--- src/sv/assert_macros.svh ---
// Assertion helpers shared by the decoder modules.
`ifndef ASSERT_MACROS_SVH
`define ASSERT_MACROS_SVH

// Same-cycle implication, disabled during reset.
`define B64D_ASSERT_IMP(lbl, clk, rst, ante, cons) \
   lbl: assert property (@(posedge clk) disable iff (rst) (ante) |-> (cons)) \
      else $error("b64d assertion failed");

// Next-cycle implication, disabled during reset.
`define B64D_ASSERT_NXT(lbl, clk, rst, ante, cons) \
   lbl: assert property (@(posedge clk) disable iff (rst) (ante) |=> (cons)) \
      else $error("b64d assertion failed");

`endif

--- src/sv/b64d_pkg.sv ---
package b64d_pkg;

   localparam logic [7:0] PAD_CHAR = 8'h3D;

   localparam logic [1:0] POS_FIRST  = 2'd0;
   localparam logic [1:0] POS_SECOND = 2'd1;
   localparam logic [1:0] POS_THIRD  = 2'd2;
   localparam logic [1:0] POS_FOURTH = 2'd3;

   localparam logic [1:0] IDX_FIRST  = 2'd0;
   localparam logic [1:0] IDX_SECOND = 2'd1;
   localparam logic [1:0] IDX_THIRD  = 2'd2;

   // One queued job: the result items of one group or one error, in emission order.
   typedef struct packed {
      logic [7:0] data0;
      logic [7:0] data1;
      logic [7:0] data2;
      logic [1:0] last_idx;
      logic       str_last;
      logic       err;
   } job_type;

   // Bit 6 set means the character is outside the alphabet.
   function automatic logic [6:0] sextet_of(input logic [7:0] c);
      logic [6:0] v;
      v = 7'h40;
      if (c >= 8'h41 && c <= 8'h5A) begin
         v = {1'b0, 6'(c - 8'h41)};
      end else if (c >= 8'h61 && c <= 8'h7A) begin
         v = {1'b0, 6'(c - 8'h61 + 8'd26)};
      end else if (c >= 8'h30 && c <= 8'h39) begin
         v = {1'b0, 6'(c - 8'h30 + 8'd52)};
      end else if (c == 8'h2B) begin
         v = 7'd62;
      end else if (c == 8'h2F) begin
         v = 7'd63;
      end
      return v;
   endfunction

endpackage

--- src/sv/b64d_front.sv ---
module b64d_front (
   input  logic              clock,
   input  logic              reset,
   input  logic              req_valid,
   output logic              req_stall,
   input  logic [7:0]        req_in_char,
   input  logic              req_in_last,
   input  logic              q_full,
   output logic              push,
   output b64d_pkg::job_type push_job
);
   import b64d_pkg::*;

   logic [1:0]  pos_ff, pos_in;
   logic [17:0] held_ff, held_in;
   logic        tpad_ff, tpad_in;
   logic        ginv_ff, ginv_in;
   logic        disc_ff, disc_in;

   logic        accept;
   logic [6:0]  sx;
   logic        pad;
   logic        alpha_bad;
   logic        bad;
   logic        inv;
   logic [5:0]  v;
   logic [23:0] n;

   assign req_stall = q_full;
   assign accept    = req_valid && !q_full;

   assign sx        = sextet_of(req_in_char);
   assign pad       = (req_in_char == PAD_CHAR);
   assign alpha_bad = sx[6];
   assign v         = (pad || alpha_bad) ? 6'd0 : sx[5:0];
   assign n         = {held_ff, v};

   always_comb begin
      unique case (pos_ff)
         POS_FIRST, POS_SECOND: bad = alpha_bad;
         POS_THIRD:             bad = !pad && alpha_bad;
         default:               bad = (!pad && alpha_bad) || (tpad_ff && !pad);
      endcase
      inv = ginv_ff || bad;
   end

   always_comb begin
      pos_in   = pos_ff;
      held_in  = held_ff;
      tpad_in  = tpad_ff;
      ginv_in  = ginv_ff;
      disc_in  = disc_ff;
      push     = 1'b0;
      push_job = '{data0: 8'd0, data1: 8'd0, data2: 8'd0, last_idx: IDX_FIRST,
                   str_last: 1'b1, err: 1'b1};
      if (accept) begin
         if (disc_ff) begin
            if (req_in_last) begin
               disc_in = 1'b0;
            end
         end else if (pos_ff != POS_FOURTH) begin
            if (req_in_last) begin
               push    = 1'b1;
               pos_in  = POS_FIRST;
               held_in = '0;
               tpad_in = 1'b0;
               ginv_in = 1'b0;
            end else begin
               if (pos_ff == POS_THIRD) begin
                  tpad_in = pad;
               end
               ginv_in = inv;
               held_in = {held_ff[11:0], v};
               pos_in  = pos_ff + 2'd1;
            end
         end else begin
            push    = 1'b1;
            pos_in  = POS_FIRST;
            held_in = '0;
            tpad_in = 1'b0;
            ginv_in = 1'b0;
            if (inv) begin
               disc_in = !req_in_last;
            end else begin
               push_job.err      = 1'b0;
               push_job.str_last = req_in_last;
               push_job.data0    = n[23:16];
               push_job.data1    = tpad_ff ? n[7:0] : n[15:8];
               push_job.data2    = n[7:0];
               priority if (tpad_ff && pad) begin
                  push_job.last_idx = IDX_FIRST;
               end else if (tpad_ff || pad) begin
                  push_job.last_idx = IDX_SECOND;
               end else begin
                  push_job.last_idx = IDX_THIRD;
               end
            end
         end
      end
   end

   always_ff @(posedge clock) begin
      if (reset) begin
         pos_ff  <= POS_FIRST;
         held_ff <= '0;
         tpad_ff <= 1'b0;
         ginv_ff <= 1'b0;
         disc_ff <= 1'b0;
      end else begin
         pos_ff  <= pos_in;
         held_ff <= held_in;
         tpad_ff <= tpad_in;
         ginv_ff <= ginv_in;
         disc_ff <= disc_in;
      end
   end

endmodule

--- src/sv/b64d_queue.sv ---
`include "assert_macros.svh"

module b64d_queue #(
   parameter int Depth = 4
) (
   input  logic              clock,
   input  logic              reset,
   input  logic              push,
   input  b64d_pkg::job_type push_job,
   input  logic              pop,
   output logic              q_full,
   output logic              q_valid,
   output b64d_pkg::job_type q_head
);
   import b64d_pkg::*;

   localparam int PtrW = (Depth > 1) ? $clog2(Depth) : 1;
   localparam int CntW = $clog2(Depth + 1);

   job_type             mem_ff [Depth];
   logic [PtrW-1:0]     wr_ff, wr_in;
   logic [PtrW-1:0]     rd_ff, rd_in;
   logic [CntW-1:0]     cnt_ff, cnt_in;

   assign q_full  = (cnt_ff == CntW'(Depth));
   assign q_valid = (cnt_ff != '0);
   assign q_head  = mem_ff[rd_ff];

   always_comb begin
      wr_in  = wr_ff;
      rd_in  = rd_ff;
      cnt_in = cnt_ff;
      if (push) begin
         wr_in = (wr_ff == PtrW'(Depth - 1)) ? '0 : wr_ff + 1'b1;
      end
      if (pop) begin
         rd_in = (rd_ff == PtrW'(Depth - 1)) ? '0 : rd_ff + 1'b1;
      end
      if (push && !pop) begin
         cnt_in = cnt_ff + 1'b1;
      end else if (pop && !push) begin
         cnt_in = cnt_ff - 1'b1;
      end
   end

   always_ff @(posedge clock) begin
      if (push) begin
         mem_ff[wr_ff] <= push_job;
      end
   end

   always_ff @(posedge clock) begin
      if (reset) begin
         wr_ff  <= '0;
         rd_ff  <= '0;
         cnt_ff <= '0;
      end else begin
         wr_ff  <= wr_in;
         rd_ff  <= rd_in;
         cnt_ff <= cnt_in;
      end
   end

   `B64D_ASSERT_IMP(a_no_push_full, clock, reset, push, !q_full)
   `B64D_ASSERT_IMP(a_no_pop_empty, clock, reset, pop, q_valid)
   `B64D_ASSERT_NXT(a_drain_empty, clock, reset, pop && !push && cnt_ff == CntW'(1), !q_valid)

endmodule

--- src/sv/b64d_back.sv ---
`include "assert_macros.svh"

module b64d_back (
   input  logic              clock,
   input  logic              reset,
   input  logic              q_valid,
   input  b64d_pkg::job_type q_head,
   output logic              pop,
   output logic              rsp_valid,
   input  logic              rsp_stall,
   output logic [7:0]        rsp_out_byte,
   output logic              rsp_run_end,
   output logic              rsp_string_end,
   output logic              rsp_decode_error
);
   import b64d_pkg::*;

   job_type    cur_ff, cur_in;
   logic       cur_valid_ff, cur_valid_in;
   logic [1:0] idx_ff, idx_in;
   logic       rsp_valid_ff, rsp_valid_in;
   logic [7:0] byte_ff, byte_in;
   logic       run_end_ff, run_end_in;
   logic       str_end_ff, str_end_in;
   logic       err_ff, err_in;

   logic       out_free;
   logic       emit;
   logic       emit_last;
   logic [7:0] sel_byte;

   assign out_free  = !rsp_valid_ff || !rsp_stall;
   assign emit      = cur_valid_ff && out_free;
   assign emit_last = emit && (idx_ff == cur_ff.last_idx);
   assign pop       = q_valid && (!cur_valid_ff || emit_last);

   always_comb begin
      unique case (idx_ff)
         IDX_FIRST:  sel_byte = cur_ff.data0;
         IDX_SECOND: sel_byte = cur_ff.data1;
         default:    sel_byte = cur_ff.data2;
      endcase
   end

   always_comb begin
      cur_in       = pop ? q_head : cur_ff;
      cur_valid_in = pop || (cur_valid_ff && !emit_last);
      idx_in       = pop ? IDX_FIRST : (emit ? idx_ff + 2'd1 : idx_ff);
      rsp_valid_in = emit || (rsp_valid_ff && rsp_stall);
      byte_in      = emit ? sel_byte : byte_ff;
      run_end_in   = emit ? (idx_ff == cur_ff.last_idx) : run_end_ff;
      str_end_in   = emit ? ((idx_ff == cur_ff.last_idx) && cur_ff.str_last) : str_end_ff;
      err_in       = emit ? cur_ff.err : err_ff;
   end

   always_ff @(posedge clock) begin
      cur_ff     <= cur_in;
      byte_ff    <= byte_in;
      run_end_ff <= run_end_in;
      str_end_ff <= str_end_in;
      err_ff     <= err_in;
   end

   always_ff @(posedge clock) begin
      if (reset) begin
         cur_valid_ff <= 1'b0;
         idx_ff       <= IDX_FIRST;
         rsp_valid_ff <= 1'b0;
      end else begin
         cur_valid_ff <= cur_valid_in;
         idx_ff       <= idx_in;
         rsp_valid_ff <= rsp_valid_in;
      end
   end

   assign rsp_valid        = rsp_valid_ff;
   assign rsp_out_byte     = byte_ff;
   assign rsp_run_end      = run_end_ff;
   assign rsp_string_end   = str_end_ff;
   assign rsp_decode_error = err_ff;

   `B64D_ASSERT_IMP(a_idx_bound, clock, reset, cur_valid_ff, idx_ff <= cur_ff.last_idx)
   `B64D_ASSERT_IMP(a_err_form, clock, reset, rsp_valid_ff && err_ff,
      run_end_ff && str_end_ff && byte_ff == 8'd0)

endmodule

--- src/sv/base64_stream_decoder_unit.sv ---
// Channel  Direction  Handshake             Payload
// req      in         req_valid/req_stall   req_in_char, req_in_last
// rsp      out        rsp_valid/rsp_stall   rsp_out_byte, rsp_run_end,
//                                           rsp_string_end, rsp_decode_error
//
// One character is taken every cycle while the job queue has room.
// Result items leave one per cycle from the output register while rsp is not
// stalled; the back end sets this pace from the queue via its job register.
// Reset is synchronous and clears the group state, the queue and the output.
// A stall on rsp fills the queue, and req_stall rises when it is full.
module base64_stream_decoder_unit #(
   parameter int QueueDepth = 4
) (
   input  logic       clock,
   input  logic       reset,
   input  logic       req_valid,
   output logic       req_stall,
   input  logic [7:0] req_in_char,
   input  logic       req_in_last,
   output logic       rsp_valid,
   input  logic       rsp_stall,
   output logic [7:0] rsp_out_byte,
   output logic       rsp_run_end,
   output logic       rsp_string_end,
   output logic       rsp_decode_error
);
   import b64d_pkg::*;

   logic    push;
   job_type push_job;
   logic    pop;
   logic    q_full;
   logic    q_valid;
   job_type q_head;

   b64d_front u_front (
      .clock       (clock),
      .reset       (reset),
      .req_valid   (req_valid),
      .req_stall   (req_stall),
      .req_in_char (req_in_char),
      .req_in_last (req_in_last),
      .q_full      (q_full),
      .push        (push),
      .push_job    (push_job)
   );

   b64d_queue #(
      .Depth (QueueDepth)
   ) u_queue (
      .clock    (clock),
      .reset    (reset),
      .push     (push),
      .push_job (push_job),
      .pop      (pop),
      .q_full   (q_full),
      .q_valid  (q_valid),
      .q_head   (q_head)
   );

   b64d_back u_back (
      .clock            (clock),
      .reset            (reset),
      .q_valid          (q_valid),
      .q_head           (q_head),
      .pop              (pop),
      .rsp_valid        (rsp_valid),
      .rsp_stall        (rsp_stall),
      .rsp_out_byte     (rsp_out_byte),
      .rsp_run_end      (rsp_run_end),
      .rsp_string_end   (rsp_string_end),
      .rsp_decode_error (rsp_decode_error)
   );

endmodule
--- config.mk ---
export PLATFORM = sky130hd
export DESIGN_NAME = base64_stream_decoder_unit
export DESIGN_NICKNAME = d
export VERILOG_FILES = /design/src/sv/b64d_pkg.sv /design/src/sv/b64d_front.sv /design/src/sv/b64d_queue.sv /design/src/sv/b64d_back.sv /design/src/sv/base64_stream_decoder_unit.sv
export VERILOG_INCLUDE_DIRS = /design/src /design/src/sv
export SDC_FILE = /design/constraint.sdc
export NUM_CORES = 1
export LEC_CHECK = 0
export BUFFER_PORTS_ARGS = -buffer_cell sky130_fd_sc_hd__buf_2
export CORE_MARGIN = 2
export CORE_UTILIZATION = 62
export DETAILED_ROUTE_END_ITERATION = 8
export PLACE_DENSITY = 0.82
export SLEW_MARGIN = 20
export SYNTH_ARGS = -nofsm -noshare
export SYNTH_HDL_FRONTEND = slang
export SYNTH_SLANG_ARGS = --single-unit
--- constraint.sdc ---
create_clock -name clock -period 3.1 [get_ports clock]
set_clock_uncertainty 0.1 [all_clocks]
set_input_delay 0.155 -clock clock [delete_from_list [all_inputs] [get_ports clock]]
set_output_delay 0.155 -clock clock [all_outputs]
set_load 0.02 [all_outputs]
==> flow_summary.ini <==
[run_status]
outcome = completed

[timing]
finalCritPeriodShare_pct = 89.2
timing.slew.headroom_pct = 52.6
finalSetupViolations = 0
fin_worst_hold_slack_ps = 87.2
finalMaxSlewViolations = 0
transition_time_of_the_tightest_slew_check_pin_ps = 710
hold_viol = 0
fin_setup_tns_ps = 0
fmax_mhz = 362
final.min_clock_period_ps = 2770
rsz0062_at_grt = no

[power]
net-switching-power_mw = 1.82
totalPowerFinal_mw = 6.72
power_frac_comb_pct = 20.4
internal-power_mw = 4.91
power.sequential.fraction_pct = 49.8
power_leakage_nw = 2.98
ir_worst_vdd_uv = 445
power.share.clock_pct = 29.8
netSwitchingFraction_pct = 27.0
power.density_cell_area_nw_per_um2 = 769

[setup_path]
crit_path_start_kind = flop
worst-endpoint-arrival_ps = 3010
worst_r2r_startpoint = u_queue.cnt_ff[0]$_SDFFE_PP0P_
critical_path_peak_fanout = 5
reg2regPathDepth = 10
cp_data_required_time_ps = 3350
regToRegEndpoint = u_queue.cnt_ff[2]$_SDFFE_PP0P_
setup.reg_to_reg.worst_slack_ps = 330
endpoint_kind = flop
path_class = reg -> reg

[floorplanning]
fp-row-count = 41
die_x_um = 116
core_area_sq_um = 12500
design.die.area_sq_um = 13600
starting_density_pct = 62.9
ioPinCount = 26
dieHeight_um = 116

[layout]
share_of_post_route_cells_with_drive_strength_above_1_pct = 19.1
commonest_non_fill_non_tap_cell_in_the_layout = edfxtp_1
most-common-layout-cells = edfxtp_1 (151), nand2_1 (46), dfxtp_1 (33), nor2_1 (30), a21oi_1 (29)
nNetsFinal = 607
insertedDiodeCount = 0
syn_to_final_growth_pct = 11.7

[routing]
first_pass_iters = 5
wire_per_inst_um = 19.6
routed_via_count = 4532
drt_iter0_drc = 492
postRouteAntennaNets = 0
route.detailed.drc = 0
post_detailed_route_via_to_cell_ratio = 6.01
postRouteWirelength_um = 14800

[yosys]
post_synth.cell_area_avg_sq_um = 14.7
synthesis.instances = 533
ys.flop_type = edfxtp_1
synth_enable_flop_cells = 151
ys_seq_area_share_pct = 66.6
postSynthNetCount = 570
synthDominantAreaCellType = edfxtp_1
yosys-top-cells-area = edfxtp_1 (58%), dfxtp_1 (8.7%), mux4_2 (8.0%)
fraction_of_synthesized_cell_area_taken_by_the_top_area_cell_type_pct = 57.9
post_synth_num_cell_types = 62
synthesis.yosys.warnings = 0
synth-seq-cells = 185
post_synth_instance_area_sq_um = 7840
ffs_w_async_s_r_synth_pct = 0

[global_route]
grt_pass1_vias = 4625
grt_first_pass_wirelength_um = 23900
grt-busiest-layer = met2
grt_max_degree = 37
grtUsageMet1_pct = 30.6
grt_overflow = 0
grt_use_met3_pct = 4.41
grtUsageTotal_pct = 24.0
number_of_antenna_violations_at_the_first_check_in_global_routing = 0
met2_usage_pct = 41.5

[clock_network]
clock_tree.root_cell = clkbuf_16
clk_pin_slew_ps = 60
clock_latency_ps = 420
tritoncts.num_buffers = 17
post-cts-setup-buffers = 0
tritoncts_num_sinks = 185
cts_tree = built
max_root_sink_buffers = 2
cts.htree.levels = 4

[place]
hpwlAfterDp_um = 9560
port_buffers = 25
gpl.final_weighted_congestion = 0.865

[worst_hold_path]
timing.hold.worst_endpoint = u_queue.mem_ff[2][1]$_DFFE_PP_
worst_hold_startpoint = req_in_last
min-delay-path-class = in -> reg
hold_depth = 2

[run]
maxCapViolCount = 0
==> flip-flops by register name, indices dropped and copies added (netlist names), 2 cells and up <==
name	cells
u_queue.rd_ff	2
u_back.rsp_out_byte	8
u_queue.mem_ff	112
u_back.idx_ff	2
u_front.pos_ff	2
u_front.held_ff	18
u_back.cur_ff	28
u_queue.cnt_ff	3
u_queue.wr_ff	2
==> cells in the mapped netlist, types with 2 or more instances <==
cell,instances
a21o_1,2
xnor2_1,4
nand4_1,4
dfxtp_1,34
buf_2,8
nor2b_1,5
nor2_1,30
o211ai_1,3
edfxtp_1,151
o31ai_1,3
ha_1,23
and3_1,8
or3_1,4
mux2i_1,4
inv_1,19
nor3_1,6
clkbuf_1,13
a22oi_1,8
xor2_1,5
nand2b_1,2
a32oi_1,4
a21oi_1,29
o21ai_2,2
and2_1,15
a31oi_1,5
or2_2,2
o21ai_0,7
nand3_1,26
o21ai_1,2
nand2_1,46
mux4_2,28
==> cells by family (layout without fill, tap and decap cells) <==
| logic type | Yosys count | after routing | synth area share, % |
|---|---|---|---|
| flip-flops | 185 | 185 | 66.6 |
| multiplexers | 33 | 33 | 8.70 |
| AND/OR/NAND/NOR | 158 | 158 | 10.2 |
| buffers and inverters | 44 | 93 | 2.38 |
| XOR/XNOR | 9 | 9 | 1.01 |
| adder cells (fa/ha/maj) | 24 | 24 | 3.93 |
| AO/OA/AOI/OAI | 80 | 80 | 7.27 |
==> power groups by stage <==
stage                     combinational [mW]  sequential [mW]  clock, mW
after floorplan                        0.923             3.43          0
after global placement                  1.33             3.38          0
after detailed placement                1.39             3.40          0
after CTS                               1.40             3.36       2.03
after global routing                    1.51             3.40       2.11
final                                   1.37             3.35       2.00
==> what timing repair did <==
| action | in CTS | in global routing |
|---|---|---|
| gates resized for setup | 0 | 0 |
| hold endpoints to repair | 2 | 0 |
| hold buffers | 3 | 0 |
==> per-layer routing <==
metal  vias up  share of wire [%]
met4         0                1.2
met1      2278                 41
met2       144                 53
li1       2095                  -
met3        15                4.5
met5         -                  0
==> critical path: stages (launching register included) <==
cell     delay, ps
dfxtp_1        420
or3b_1         240
nand2_1         90
or2_2          290
nor2_1         200
ha_1           220
inv_1           70
fa_1           430
xor2_1         180
or3_1          310
a21oi_1        150
==> area by class of cell <==
class | instances | area [sq um]
timing repair buffer | 42 | 260
sequential | 185 | 5220
multi-input combinational | 304 | 2430
tap | 172 | 215
clock buffer | 20 | 437
fill | 817 | 3720
clock inverter | 11 | 109
inverter | 20 | 77.6
==> stage by stage <==
step	setup slack (ps)	std cells	cell area (sq um)	utilization [%]
floorplan	471	533	7840	-
global placement	275	720	8170	65.6
detailed placement	154	720	8170	65.6
CTS	310	754	8750	70.2
global route	124	754	8750	70.2
finish	334	754	8750	70.2
==> worst max path at each step <==
stage                                      endpoint                           start  slack, ps
detailed placement  u_queue.mem_ff[0][14]$_DFFE_PP_                  req_in_char[1]        150
global placement    u_queue.mem_ff[0][14]$_DFFE_PP_                  req_in_char[2]        280
global route         u_queue.cnt_ff[2]$_SDFFE_PP0P_  u_queue.cnt_ff[0]$_SDFFE_PP0P_        120
floorplan            u_queue.cnt_ff[2]$_SDFFE_PP0P_  u_queue.cnt_ff[0]$_SDFFE_PP0P_        470
finish               u_queue.cnt_ff[2]$_SDFFE_PP0P_  u_queue.cnt_ff[0]$_SDFFE_PP0P_        330
CTS                  u_queue.cnt_ff[2]$_SDFFE_PP0P_  u_queue.cnt_ff[0]$_SDFFE_PP0P_        310
No activity file was read; power rests on OpenSTA's default activity.
